<file path="src/rtl/core/bbe_pkg.sv">
// Shared types and constants of the edge-aware 3x3 box blur.
// No dependencies.
package bbe_pkg;

  localparam int ChanW    = 8;
  localparam int PixW     = 3 * ChanW;
  localparam int SumW     = 12;
  localparam int CntW     = 4;
  localparam int DvdW     = 13;
  localparam int RemW     = 5;
  localparam int FwW      = 11;
  localparam int FhW      = 16;
  localparam int CfgIdxW  = 2;
  localparam int CfgDataW = 16;

  localparam logic [CfgIdxW-1:0] RegFrameWidth  = 2'd0;
  localparam logic [CfgIdxW-1:0] RegFrameHeight = 2'd1;

  localparam logic OpPixel = 1'b0;
  localparam logic OpDrain = 1'b1;

  typedef enum logic [5:0] {
    StIdle  = 6'b000001,
    StScan  = 6'b000010,
    StFlush = 6'b000100,
    StDivGo = 6'b001000,
    StDiv   = 6'b010000,
    StEmit  = 6'b100000
  } bbe_state_e;

  typedef struct packed {
    logic                      start;
    logic [CntW-1:0]           n;
    logic [2:0][SumW-1:0]      sum;
  } bbe_div_req_t;

  typedef struct packed {
    logic                      busy;
    logic                      done;
    logic [2:0][ChanW-1:0]     quot;
  } bbe_div_rsp_t;

  function automatic logic [1:0] slot_prev(input logic [1:0] s);
    return (s == 2'd0) ? 2'd2 : s - 2'd1;
  endfunction

  function automatic logic [1:0] slot_next(input logic [1:0] s);
    return (s == 2'd2) ? 2'd0 : s + 2'd1;
  endfunction

endpackage

</file>
<file path="src/rtl/core/bbe_div.sv">
// Rounded mean divider: (2*sum + n) / (2*n) for three channels, one bit a cycle.
// Depends on bbe_pkg.
module bbe_div (
  input  logic                  clk_i,
  input  logic                  rst_ni,
  input  bbe_pkg::bbe_div_req_t req_i,
  output bbe_pkg::bbe_div_rsp_t rsp_o
);

  logic                                  busy_q, busy_d;
  logic                                  done_q, done_d;
  logic [bbe_pkg::CntW-1:0]              cnt_q, cnt_d;
  logic [2:0][bbe_pkg::DvdW-1:0]         dvd_q, dvd_d;
  logic [2:0][bbe_pkg::RemW-1:0]         rem_q, rem_d;
  logic [bbe_pkg::RemW-1:0]              dsr_q, dsr_d;
  logic [bbe_pkg::RemW:0]                rem_sh [3];
  logic                                  ge [3];

  always_comb begin
    busy_d = busy_q;
    done_d = 1'b0;
    cnt_d  = cnt_q;
    dvd_d  = dvd_q;
    rem_d  = rem_q;
    dsr_d  = dsr_q;
    for (int i = 0; i < 3; i++) begin
      rem_sh[i] = {rem_q[i], dvd_q[i][bbe_pkg::DvdW-1]};
      ge[i]     = rem_sh[i] >= {1'b0, dsr_q};
    end
    if (req_i.start) begin
      busy_d = 1'b1;
      cnt_d  = '0;
      dsr_d  = {req_i.n, 1'b0};
      for (int i = 0; i < 3; i++) begin
        dvd_d[i] = {req_i.sum[i], 1'b0} + bbe_pkg::DvdW'(req_i.n);
        rem_d[i] = '0;
      end
    end else if (busy_q) begin
      for (int i = 0; i < 3; i++) begin
        rem_d[i] = ge[i] ? bbe_pkg::RemW'(rem_sh[i] - {1'b0, dsr_q})
                         : rem_sh[i][bbe_pkg::RemW-1:0];
        dvd_d[i] = {dvd_q[i][bbe_pkg::DvdW-2:0], ge[i]};
      end
      if (cnt_q == bbe_pkg::CntW'(bbe_pkg::DvdW - 1)) begin
        busy_d = 1'b0;
        done_d = 1'b1;
      end else begin
        cnt_d = cnt_q + 1'b1;
      end
    end
  end

  always_ff @(posedge clk_i or negedge rst_ni) begin
    if (!rst_ni) begin
      busy_q <= 1'b0;
      done_q <= 1'b0;
      cnt_q  <= '0;
    end else begin
      busy_q <= busy_d;
      done_q <= done_d;
      cnt_q  <= cnt_d;
    end
  end

  always_ff @(posedge clk_i) begin
    dvd_q <= dvd_d;
    rem_q <= rem_d;
    dsr_q <= dsr_d;
  end

  always_comb begin
    rsp_o.busy = busy_q;
    rsp_o.done = done_q;
    for (int i = 0; i < 3; i++) begin
      rsp_o.quot[i] = dvd_q[i][bbe_pkg::ChanW-1:0];
    end
  end

endmodule

</file>
<file path="config.mk">
export PLATFORM = sky130hd
export DESIGN_NAME = bbe_div
export DESIGN_NICKNAME = d
export VERILOG_FILES = /design/src/rtl/core/bbe_pkg.sv /design/src/rtl/core/bbe_div.sv
export SDC_FILE = /design/constraint.sdc
export NUM_CORES = 1
export LEC_CHECK = 0
export BUFFER_PORTS_ARGS = -buffer_cell sky130_fd_sc_hd__buf_2
export CORE_UTILIZATION = 45
export CTS_BUF_LIST = sky130_fd_sc_hd__clkbuf_4
export DETAILED_ROUTE_END_ITERATION = 12
export PLACE_DENSITY_LB_ADDON = 0.12
export SLEW_MARGIN = 15
export SYNTH_ARGS = -nofsm -noshare
export SYNTH_HDL_FRONTEND = slang
export SYNTH_SLANG_ARGS = --single-unit
export TNS_END_PERCENT = 20
</file>
<file path="constraint.sdc">
create_clock -name clk_i -period 1.9 [get_ports clk_i]
set_input_delay 0.38 -clock clk_i [delete_from_list [all_inputs] [get_ports clk_i]]
set_output_delay 0.38 -clock clk_i [all_outputs]
set_load 0.1 [all_outputs]
</file>
### Yosys cells after proc, flatten, opt, wreduce, memory -nomap -nowiden

Cells that the tools add are included.

| word-level totals | value |
|---|---|
| bits of input ports | 43 |
| register bits | 64 |
| word-level logic and storage cells | 38 |

| cells by class | value |
|---|---|
| add/sub/neg operators | 7 |
| eq/ne operators | 2 |
| reduce and logical (&&, ||, !) cells | 2 |
| magnitude comparators | 3 |
| mux-type cells | 14 |

Operators by type and width:

| cell | number |
|---|---|
| 39-bit 2-to-1 mux | 2 |
| 13-bit by 4-bit adder with 13-bit output | 3 |
| 6-bit by 5-bit greater-or-equal comparator with 1-bit output | 3 |
| 5-bit 2-to-1 mux | 3 |
| 5-bit subtractor | 3 |
| 4-bit 2-to-1 mux | 3 |
| 1-bit 2-to-1 mux | 6 |
| 4-bit by 1-bit adder with 4-bit output (second input constant) | 1 |
| 4-bit equality test (second input constant) | 1 |
| 2-bit != test (second input constant) | 1 |
| 2-bit AND reduction | 1 |
| 2-bit nonzero test | 1 |

### Depth between registers and ports, before layout

Gate-level depths: netlist of run 1.

| logic depth | value |
|---|---|
| depth after elaboration | 4 |
| gate-level depth with buffers | 7 |
| gate-level depth less buffers | 7 |

### Least setup slack after synthesis of run 1

No wires, ideal clock.

| path | value |
|---|---|
| kind | input -> register |
| start | in req_i[40] in the netlist's numbering |
| end | reg rem_q[14] in the netlist's numbering |
| setup slack | -38 ps |
| path buffers | 1 |
| cell stages on the path | 5 |
| library setup time | 128 ps |
| arrival | 1811 ps |
| path through | buf_2 > inv_1 > nand2_1 > o21a_1 > o32ai_1 |

RTL lines:

| element | line | text |
|---|---|---|
| start, declared | bbe_div.sv:6 | `input bbe_pkg::bbe_div_req_t req_i,` |
| end signal, assigned | bbe_div.sv:67 | `rem_q <= rem_d;` |
| end, declared | bbe_div.sv:14 | `logic [2:0][bbe_pkg::RemW-1:0] rem_q, rem_d;` |

==> results of run 1 <==
-- area by class of cell --
| class | count | area [um^2] | share of cell area (%) |
|---|---|---|---|
| diodes | 1 | 2.50 | 0.0520 |
| clock buffers | 10 | 75.1 | 1.56 |
| clock inverters | 5 | 48.8 | 1.01 |
| inverters | 25 | 93.8 | 1.95 |
| multi-input cells | 299 | 2140 | 44.5 |
| flip-flops and latches | 64 | 1740 | 36.2 |
| well taps | 108 | 135 | 2.81 |
| repair buffers | 92 | 576 | 12.0 |
-- cells in the final DEF (no fill, tap or decap), types with 9 or more instances in the layout --
master and n:
buf_2 67, nor2_1 48, edfxtp_1 43, inv_1 24, a21oi_1 24, ha_1 23, buf_4 20, nand2_1 18
xnor2_1 16, o211ai_1 15, dfxtp_1 15, o21ai_0 14, nand3_1 14, xor2_1 13, clkbuf_4 10, or3_1 9
mux2_2 9
-- power by group through the flow --
| stage | Combinational [W] | Clock (W) | Sequential, W |
|---|---|---|---|
| after floorplan | 0.00189 | 0 | 0.00191 |
| after global placement | 0.00221 | 0 | 0.00197 |
| after detailed placement | 0.00223 | 0 | 0.00197 |
| after CTS | 0.00225 | 0.000908 | 0.00194 |
| after global routing | 0.00245 | 0.000962 | 0.00197 |
| final | 0.00226 | 0.000873 | 0.00194 |
-- flip-flops by register name (all words and copies together) (netlist names) --
name	flops
done_q	1
rsp_o	24
dsr_q	4
cnt_q	4
rem_q	15
busy_q	1
dvd_q	15
-- logic make-up (layout without fill, tap and decap cells) --
group	count (synthesis)	after routing	share of synthesized area, %
AND/OR/NAND/NOR	125	125	14.7
AO/OA/AOI/OAI	104	104	17.0
XOR/XNOR	29	29	6.03
other	0	1	0
buffers and inverters	64	132	8.11
flip-flops	64	64	41.3
multiplexers	12	12	3.12
adder cells (fa/ha/maj)	29	29	9.68
-- metal layers --
metal | GRT usage (%) | share of wire [%] | vias up
met5 | 0 | 0 | -
met4 | 6.89 | 2.5 | 0
met3 | 5.11 | 4.3 | 19
met2 | 34.4 | 48 | 72
met1 | 26.5 | 45 | 1575
li1 | - | - | 1668
-- worst paths after layout --
kind                                   startpoint                endpoint  slack [ns]  cells after the start
max in group asynchronous                  rst_ni    cnt_q[3]$_DFFE_PN0P_        1.42                      2
min                                     req_i[36]      dsr_q[1]$_DFFE_PP_        0.18                      1
max                            dsr_q[1]$_DFFE_PP_      rsp_o[8]$_DFFE_PP_        0.06                      5
min in group asynchronous                  rst_ni        busy_q$_DFF_PN0_        0.33                      2
max reg2reg                    dsr_q[1]$_DFFE_PP_      rsp_o[8]$_DFFE_PP_        0.06                      5
min reg2reg                rem_q[14]$_SDFFE_PP0P_  rem_q[14]$_SDFFE_PP0P_        0.49                      2
-- worst max-delay path: stages (launching register included) --
cell and delay, ns:
edfxtp_1 0.46, ha_1 0.32, nor2b_1 0.16, o221a_2 0.26, o21a_2 0.25, o21a_1 0.17
-- through the flow --
stage	area [um^2]	utilization (%)	worst slack, ns
3_3_place_gp	4670	52.5	-0.140
6_report	4810	54.1	0.0612
2_1_floorplan	4220	-	0.108
4_1_cts	4800	54.0	0.0659
5_1_grt	4810	54.1	-0.000890
3_5_place_dp	4670	52.5	-0.218
-- repair_timing --
| action | in CTS | in global routing |
|---|---|---|
| endpoints found under the setup margin | 0 | 7 |
| hold endpoints to repair | 6 | 0 |
| gates resized for setup | 0 | 3 |
| hold buffers | 1 | 0 |
| buffers inserted | 0 | 0 |
==> run summary, run 1 <==
die area -> 0.00975 mm^2
Layout Nets -> 563
relative slew slack -> 66.7%
Sw Share -> 42.7%
DRC viols -> 0
Detail Route Antenna Nets -> 0
Synth cell types -> 52
H-tree depth -> 3
Sink Count -> 64
clock latency at the later pin of the worst-skew pair -> 0.39 ns
placer congestion estimate -> 0.852
Final HPWL DP -> 7.01 mm
first-pass GRT wire length -> 15.8 mm
initial antenna violation count -> 1
area share of the largest cell type after synthesis -> 30.7%
clock slew at reported path FFs -> 0.11 ns
largest net degree at the start of global routing -> 45
synthesized cell area -> 0.00421 mm^2
synthesized instance count -> 427
most frequent cell after synthesis -> nor2_1
Avg Cell Area, Syn -> 9.87 um^2
TritonCTS Buffers -> 9
Main synth FF type -> edfxtp_1
Final Power -> 0.00507 W
WS Path Type -> reg -> reg
VDD IR max -> 0.000730 V
# port buffers -> 68
maxcap violations -> 0
# setup viols final -> 0
Hold Crit Class -> in -> reg
Internal -> 0.00291 W
Setup Skew -> 0.00784 ns
Fin Setup TNS -> 0 ns
static leakage -> 2.03 nW
routed len/inst -> 15.6 um
endpoints failing hold -> 0
CP arrival -> 2.00 ns
sw power -> 0.00217 W
die width -> 98.8 um
height of the die -> 98.8 um
row count -> 34
worst-case hold slack -> 0.183 ns
Max FO, Critical Path -> 4
final critical-path share of the clock period -> 96.8%
IO Count -> 69
Setup crit end kind -> flip-flop
Synth Net Count -> 499
Logic pwr share -> 44.5%
synthesis-to-layout area growth -> 14.3%
vias in the first global route -> 3379
Iteration-0 DRC Markers -> 114
Critical Path RT -> 2.06 ns
TritonCTS clock tree -> done
GRT overflow -> 0
Longest Clk Path Bufs -> 2
Post-synth EDFFs -> 43
Via-to-Cell Ratio -> 5.52
Synth Register Bits -> 64
Least-Margin Pin Slew -> 0.504 ns
Initial Util -> 47.4%
Flop pwr share -> 38.2%
Pre-antenna DRT Iters -> 4
Period minus WS final -> 1.84 ns
Clock Tree Root -> clkbuf_4
register area share after synthesis -> 41.3%
RSZ-0062 raised after global routing -> true
total track usage -> 20.7%
Synth area leaders -> edfxtp_1, dfxtp_1, ha_1
Clk pwr share -> 17.2%
pwr/cell area -> 1050 mW/mm^2
core area -> 0.00889 mm^2
asr flop ratio synth -> 9.38%
Synth area leader -> edfxtp_1
final WL -> 9.45 mm
Cells after DPL -> 587
top cells by count, synth -> nor2_1, edfxtp_1, buf_4
crit path launch type -> flip-flop
vias after detailed routing -> 3334
Ys Warns -> 0
status -> completed
fin cells -> 604
# fillers -> 815
layout cells sized above 1 -> 25.9%
max-slew violations -> 0
Max Fclk -> 544 MHz
Note: power is estimated with default switching activity, not from simulation.
==> run 2, diff against run 1 <==
--- a/config.mk
+++ b/config.mk
@@ -5,13 +5,12 @@
 export SDC_FILE = /design/constraint.sdc
 export NUM_CORES = 1
 export LEC_CHECK = 0
-export BUFFER_PORTS_ARGS = -buffer_cell sky130_fd_sc_hd__buf_2
 export CORE_UTILIZATION = 45
 export CTS_BUF_LIST = sky130_fd_sc_hd__clkbuf_4
 export DETAILED_ROUTE_END_ITERATION = 12
+export DONT_BUFFER_PORTS = 1
 export PLACE_DENSITY_LB_ADDON = 0.12
 export SLEW_MARGIN = 15
 export SYNTH_ARGS = -nofsm -noshare
 export SYNTH_HDL_FRONTEND = slang
 export SYNTH_SLANG_ARGS = --single-unit
-export TNS_END_PERCENT = 20
==> run summary, run 2 (synthesis results as in run 1) <==
status -> completed
Detail Route Antenna Nets -> 0 (unchanged)
H-tree depth -> 3 (unchanged)
Final Instance Area -> 0.00454 mm^2 (-5.7%)
pwr/cell area -> 1070 mW/mm^2 (+1.3%)
Clock Tree Root -> clkbuf_4
Iteration-0 DRC Markers -> 139 (+22%)
TritonCTS clock tree -> done
GRT overflow -> 0 (unchanged)
row count -> 34 (unchanged)
vias after detailed routing -> 3132 (-6.1%)
Sink Count -> 64 (unchanged)
placer congestion estimate -> 0.880 (+3.2%)
synthesis-to-layout area growth -> 7.72%
DRC viols -> 0 (unchanged)
Worst path most repeated cell -> o21a_1
clock latency at the later pin of the worst-skew pair -> 0.40 ns (about the same)
crit path launch type -> flip-flop
RSZ-0062 raised after global routing -> false
# port buffers -> 0 (-100%)
vias in the first global route -> 3094 (-8.4%)
die area -> 0.00975 mm^2 (unchanged)
CP cell instances -> buf_4 > ha_1 > nand2b_1 > a31oi_1 > o21a_1 > o21a_1
Period minus WS final -> 1.83 ns (-0.00814 ns)
Least-Margin Pin Slew -> 0.939 ns (+0.435 ns)
Setup Skew -> 0.0233 ns (+0.0155 ns)
multi-input logic area -> 0.00213 mm^2 (-0.41%)
Via-to-Cell Ratio -> 5.66 (+2.6%)
VDD IR max -> 0.000687 V (-5.9%)
max reg flops -> 24 (unchanged)
CP arrival -> 2.00 ns (about the same)
# Post-CTS Setup Buffers -> 0 (unchanged)
layout cells sized above 1 -> 17.5% (-8.3 points)
Max FO, Critical Path -> 4 (unchanged)
total track usage -> 19.8% (-0.93 points)
Layout Nets -> 512 (-9.1%)
die width -> 98.8 um (unchanged)
IO Count -> 69 (unchanged)
Final HPWL DP -> 6.55 mm (-6.6%)
Worst path max stage delay -> 0.42 ns (-0.04 ns)
Final Power -> 0.00484 W (-4.5%)
initial antenna violation count -> 0 (-1)
Pre-antenna DRT Iters -> 4 (unchanged)
routed len/inst -> 16.3 um (+4.4%)
ant diodes -> 0 (-1)
Initial Util -> 47.4% (unchanged)
commonest non-fill, non-tap cell in the layout -> nor2_1
Max Fclk -> 546 MHz (+0.44%)
Cells after DPL -> 536 (-8.7%)
clock slew at reported path FFs -> 0.11 ns (about the same)
largest net degree at the start of global routing -> 87 (+93%)
WS Path Type -> reg -> reg
final critical-path share of the clock period -> 96.3% (-0.43 points)
static leakage -> 1.81 nW (-11%)
final WL -> 9.04 mm (-4.4%)
core area -> 0.00889 mm^2 (unchanged)
reg2reg setup slack -> 0.07 ns (about the same)
Longest Clk Path Bufs -> 2 (unchanged)
Setup crit end kind -> flip-flop
TritonCTS Buffers -> 9 (unchanged)
Hold Crit Class -> in -> reg
relative slew slack -> 37.4% (-29 points)
# fillers -> 816 (+0.12%)
Critical Path RT -> 2.07 ns (about the same)
Placement Cell Area -> 0.00442 mm^2 (-5.4%)
max-slew violations -> 0 (unchanged)
Sequential Area -> 0.00174 mm^2 (unchanged)
endpoints failing hold -> 0 (unchanged)
maxcap violations -> 0 (unchanged)
fin cells -> 553 (-8.4%)
Fin Setup TNS -> 0 ns (unchanged)
first-pass GRT wire length -> 15.1 mm (-4.6%)
most frequent cells in the layout -> nor2_1, edfxtp_1, buf_4
Worst path slowest cell -> edfxtp_1
height of the die -> 98.8 um (unchanged)
# setup viols final -> 0 (unchanged)
run 2: path summary, 6_finish.rpt:
kind	start	endpoint	cells after the start
worst min-delay path	req_i[40]	cnt_q[3]$_DFFE_PN0P_	1
worst max register to register	dsr_q[1]$_DFFE_PP_	rsp_o[16]$_DFFE_PP_	6
min in group asynchronous	rst_ni	done_q$_DFF_PN0_	1
worst max-delay path	dsr_q[1]$_DFFE_PP_	rsp_o[16]$_DFFE_PP_	6
max in group asynchronous	rst_ni	cnt_q[1]$_DFFE_PN0P_	1
worst min register to register	rem_q[14]$_SDFFE_PP0P_	rem_q[14]$_SDFFE_PP0P_	2
run 2: per-layer routing:
layer / GRT usage (%) / part of all wire, % / up-vias
met1: 25.9 / 47 / 1492
met4: 8.38 / 1.8 / 0
li1: - / - / 1559
met5: 0 / 0 / -
met3: 5.18 / 5.0 / 12
met2: 31.1 / 46 / 69
run 2: through the flow:
step	setup slack, ns	hold WS [ns]	utilization [%]
after floorplan	0.108	0.0844	-
after global placement	0.0444	0.0846	49.7
after detailed placement	0.0307	0.0845	49.7
after CTS	0.0723	0.00469	51.0
after global routing	0.00416	0.0140	51.0
final	0.0694	0.0605	51.0
run 2: final cells by class:
class | count | share of cell area (%)
flip-flops and latches | 64 | 38.4
well taps | 108 | 2.98
repair buffers | 41 | 7.11
multi-input cells | 299 | 47.0
clock inverters | 4 | 0.496
inverters | 25 | 2.07
clock buffers | 12 | 1.99
run 2: power by group:
group	internal, W	switching (W)	leakage (nW)
logic	0.000684	0.00138	1.10
registers	0.00176	0.000205	0.645
clock network	0.000308	0.000499	0.0671
run 2: timing repair:
action	in CTS	in global routing
endpoints found under the setup margin	0	5
gates resized for setup	0	2
hold buffers	1	0
hold endpoints to repair	6	0
run 2: critical path: cells and delay by family (launching register included):
| family | cells | cell delay, ns |
|---|---|---|
| AND/OR/NAND/NOR | 1 | 0.12 |
| AO/OA/AOI/OAI | 3 | 0.62 |
| buffers and inverters | 1 | 0.16 |
| adder cells (fa/ha/maj) | 1 | 0.29 |
| flip-flops | 1 | 0.42 |
==> run 3, diff against run 2 <==
--- a/config.mk
+++ b/config.mk
@@ -5,6 +5,7 @@
 export SDC_FILE = /design/constraint.sdc
 export NUM_CORES = 1
 export LEC_CHECK = 0
+export ABC_AREA = 1
 export CORE_UTILIZATION = 45
 export CTS_BUF_LIST = sky130_fd_sc_hd__clkbuf_4
 export DETAILED_ROUTE_END_ITERATION = 12
==> run summary, run 3 <==
status -> completed
WS Path Type -> reg -> out
die width -> 100 um (+1.3%)
Max FO, Critical Path -> 2 (-2)
placer congestion estimate -> 0.823 (-6.4%)
# fillers -> 928 (+14%)
Fin Setup TNS -> 0 ns (unchanged)
RSZ-0062 raised after global routing -> false
fin cells -> 679 (+23%)
relative slew slack -> 36.7% (-0.68 points)
most frequent cell after synthesis -> nand2_1
Period minus WS final -> 1.78 ns (-0.0480 ns)
# setup viols final -> 0 (unchanged)
clock latency at the later pin of the worst-skew pair -> 0.40 ns (about the same)
final critical-path share of the clock period -> 93.8% (-2.5 points)
area share of the largest cell type after synthesis -> 29.8% (-0.81 points)
asr flop ratio synth -> 9.38% (unchanged)
Ys Warns -> 0 (unchanged)
Synth Register Bits -> 64 (unchanged)
register area share after synthesis -> 40.3% (-1.1 points)
row count -> 35 (+2.9%)
beginning of the critical path -> rsp_o[1]$_DFFE_PP_
layout cells sized above 1 -> 14.4% (-3.2 points)
Max Fclk -> 561 MHz (+2.7%)
Sink Count -> 64 (unchanged)
Post-synth EDFFs -> 43 (unchanged)
max-slew violations -> 0 (unchanged)
most frequent cells in the layout -> nand2_1, nand3_1, inv_1
Critical Path RT -> 1.52 ns (-0.55 ns)
DRC viols -> 0 (unchanged)
GRT overflow -> 0 (unchanged)
Synth area leaders -> edfxtp_1, nand2_1, nand3_1
routed len/inst -> 13.7 um (-16%)
synthesis-to-layout area growth -> 7.81% (about the same)
Synth area leader -> edfxtp_1
top cells by count, synth -> nand2_1, nand3_1, inv_1
Synth Net Count -> 609 (+22%)
Iteration-0 DRC Markers -> 146 (+5.0%)
initial antenna violation count -> 0 (unchanged)
crit path launch type -> flip-flop
clock slew at reported path FFs -> 0.12 ns (about the same)
Pre-antenna DRT Iters -> 4 (unchanged)
first-pass GRT wire length -> 15.8 mm (+4.7%)
Clock Tree Root -> clkbuf_4
synthesized instance count -> 537 (+26%)
worst hold start -> req_i[39]
TritonCTS clock tree -> done
Main synth FF type -> edfxtp_1
Layout Nets -> 617 (+21%)
Avg Cell Area, Syn -> 8.06 um^2 (-18%)
Longest Clk Path Bufs -> 2 (unchanged)
Final HPWL DP -> 6.84 mm (+4.6%)
vias after detailed routing -> 3396 (+8.4%)
maxcap violations -> 0 (unchanged)
static leakage -> 2.21 nW (+22%)
final WL -> 9.29 mm (+2.8%)
core area -> 0.00928 mm^2 (+4.4%)
CP arrival -> 1.40 ns (-0.60 ns)
pwr/cell area -> 1120 mW/mm^2 (+4.5%)
Initial Util -> 46.6% (-0.78 points)
max reg flops -> 24 (unchanged)
reg2reg start -> dsr_q[3]$_DFFE_PP_
H-tree depth -> 3 (unchanged)
IO Count -> 69 (unchanged)
die area -> 0.0100 mm^2 (+2.7%)
# Post-CTS Setup Buffers -> 0 (unchanged)
Setup Skew -> 0.0149 ns (-0.00837 ns)
synthesized cell area -> 0.00433 mm^2 (+2.7%)
Via-to-Cell Ratio -> 5.00 (-12%)
vias in the first global route -> 3423 (+11%)
TritonCTS Buffers -> 9 (unchanged)
total track usage -> 20.3% (+0.50 points)
Least-Margin Pin Slew -> 0.949 ns (+0.0102 ns)
height of the die -> 100 um (+1.3%)
Hold Crit Class -> in -> reg
VDD IR max -> 0.000500 V (-27%)
# port buffers -> 0 (unchanged)
Setup crit end kind -> primary output
largest net degree at the start of global routing -> 44 (-49%)
Cells after DPL -> 658 (+23%)
Synth cell types -> 34 (-35%)
ant diodes -> 0 (unchanged)
endpoints failing hold -> 0 (unchanged)
commonest non-fill, non-tap cell in the layout -> nand2_1
Detail Route Antenna Nets -> 0 (unchanged)
==> run 3: logic make-up (layout without fill, tap and decap cells) <==
family,Yosys count,count (layout),synth area share [%]
flip-flops,64,64,40.3
AND/OR/NAND/NOR,294,294,31.8
AO/OA/AOI/OAI,45,45,5.87
XOR/XNOR,8,8,1.62
adder cells (fa/ha/maj),29,29,9.43
buffers and inverters,97,110,11.1
==> run 3: final timing paths <==
path | to | slack (ns) | depth (start not counted)
setup / recovery | rsp_o[1] | 0.12 | 0
hold / removal | dsr_q[4]$_DFFE_PP_ | 0.08 | 0
setup reg to reg | rsp_o[8]$_DFFE_PP_ | 0.24 | 8
hold reg to reg | rem_q[4]$_SDFFE_PP0P_ | 0.46 | 2
max in group asynchronous | done_q$_DFF_PN0_ | 1.41 | 1
min in group asynchronous | cnt_q[0]$_DFFE_PN0P_ | 0.28 | 1
==> run 3: cell type report <==
class	count	area (um^2)	share of cell area, %
Clock buffer	12	90.1	1.93
Inverter	61	234	5.02
Multi-Input combinational cell	376	2110	45.1
Sequential cell	64	1740	37.3
Tap cell	129	161	3.46
Timing Repair Buffer	33	285	6.12
Clock inverter	4	46.3	0.992
==> run 3: report_power, final <==
part / internal (W) / switching (W) / total, W
clock: 0.000441 / 0.000501 / 0.000942
combinational: 0.000730 / 0.00155 / 0.00228
sequential: 0.00177 / 0.000204 / 0.00198
==> run 3: what timing repair did <==
item / CTS / global route
endpoints found under the hold margin: 6 / 4
gates resized for setup: 0 / 0
hold buffers: 1 / 4
==> run 3: stage by stage <==
step	power (W)	area [um^2]	worst slack [ns]	hold slack [ns]	utilization, %
after floorplan	0.00400	4330	0.117	0.0844	-
after global placement	0.00424	4480	0.148	0.0845	48.2
after detailed placement	0.00429	4480	0.0985	0.0845	48.2
after CTS	0.00525	4620	0.0650	0.0129	49.8
after global routing	0.00559	4660	0.0383	0.0122	50.2
final	0.00520	4660	0.117	0.0782	50.2
==> run 3: layer usage <==
layer  track usage, %  routed length (um)  vias up  share of wire [%]
li1                 -                   -     1757                  -
met1             23.8                4030     1555                 43
met2             35.3                4570       82                 49
met3             7.52                 646        2                7.0
met4             4.68                  42        0               0.45
met5                0                   0        -                  0
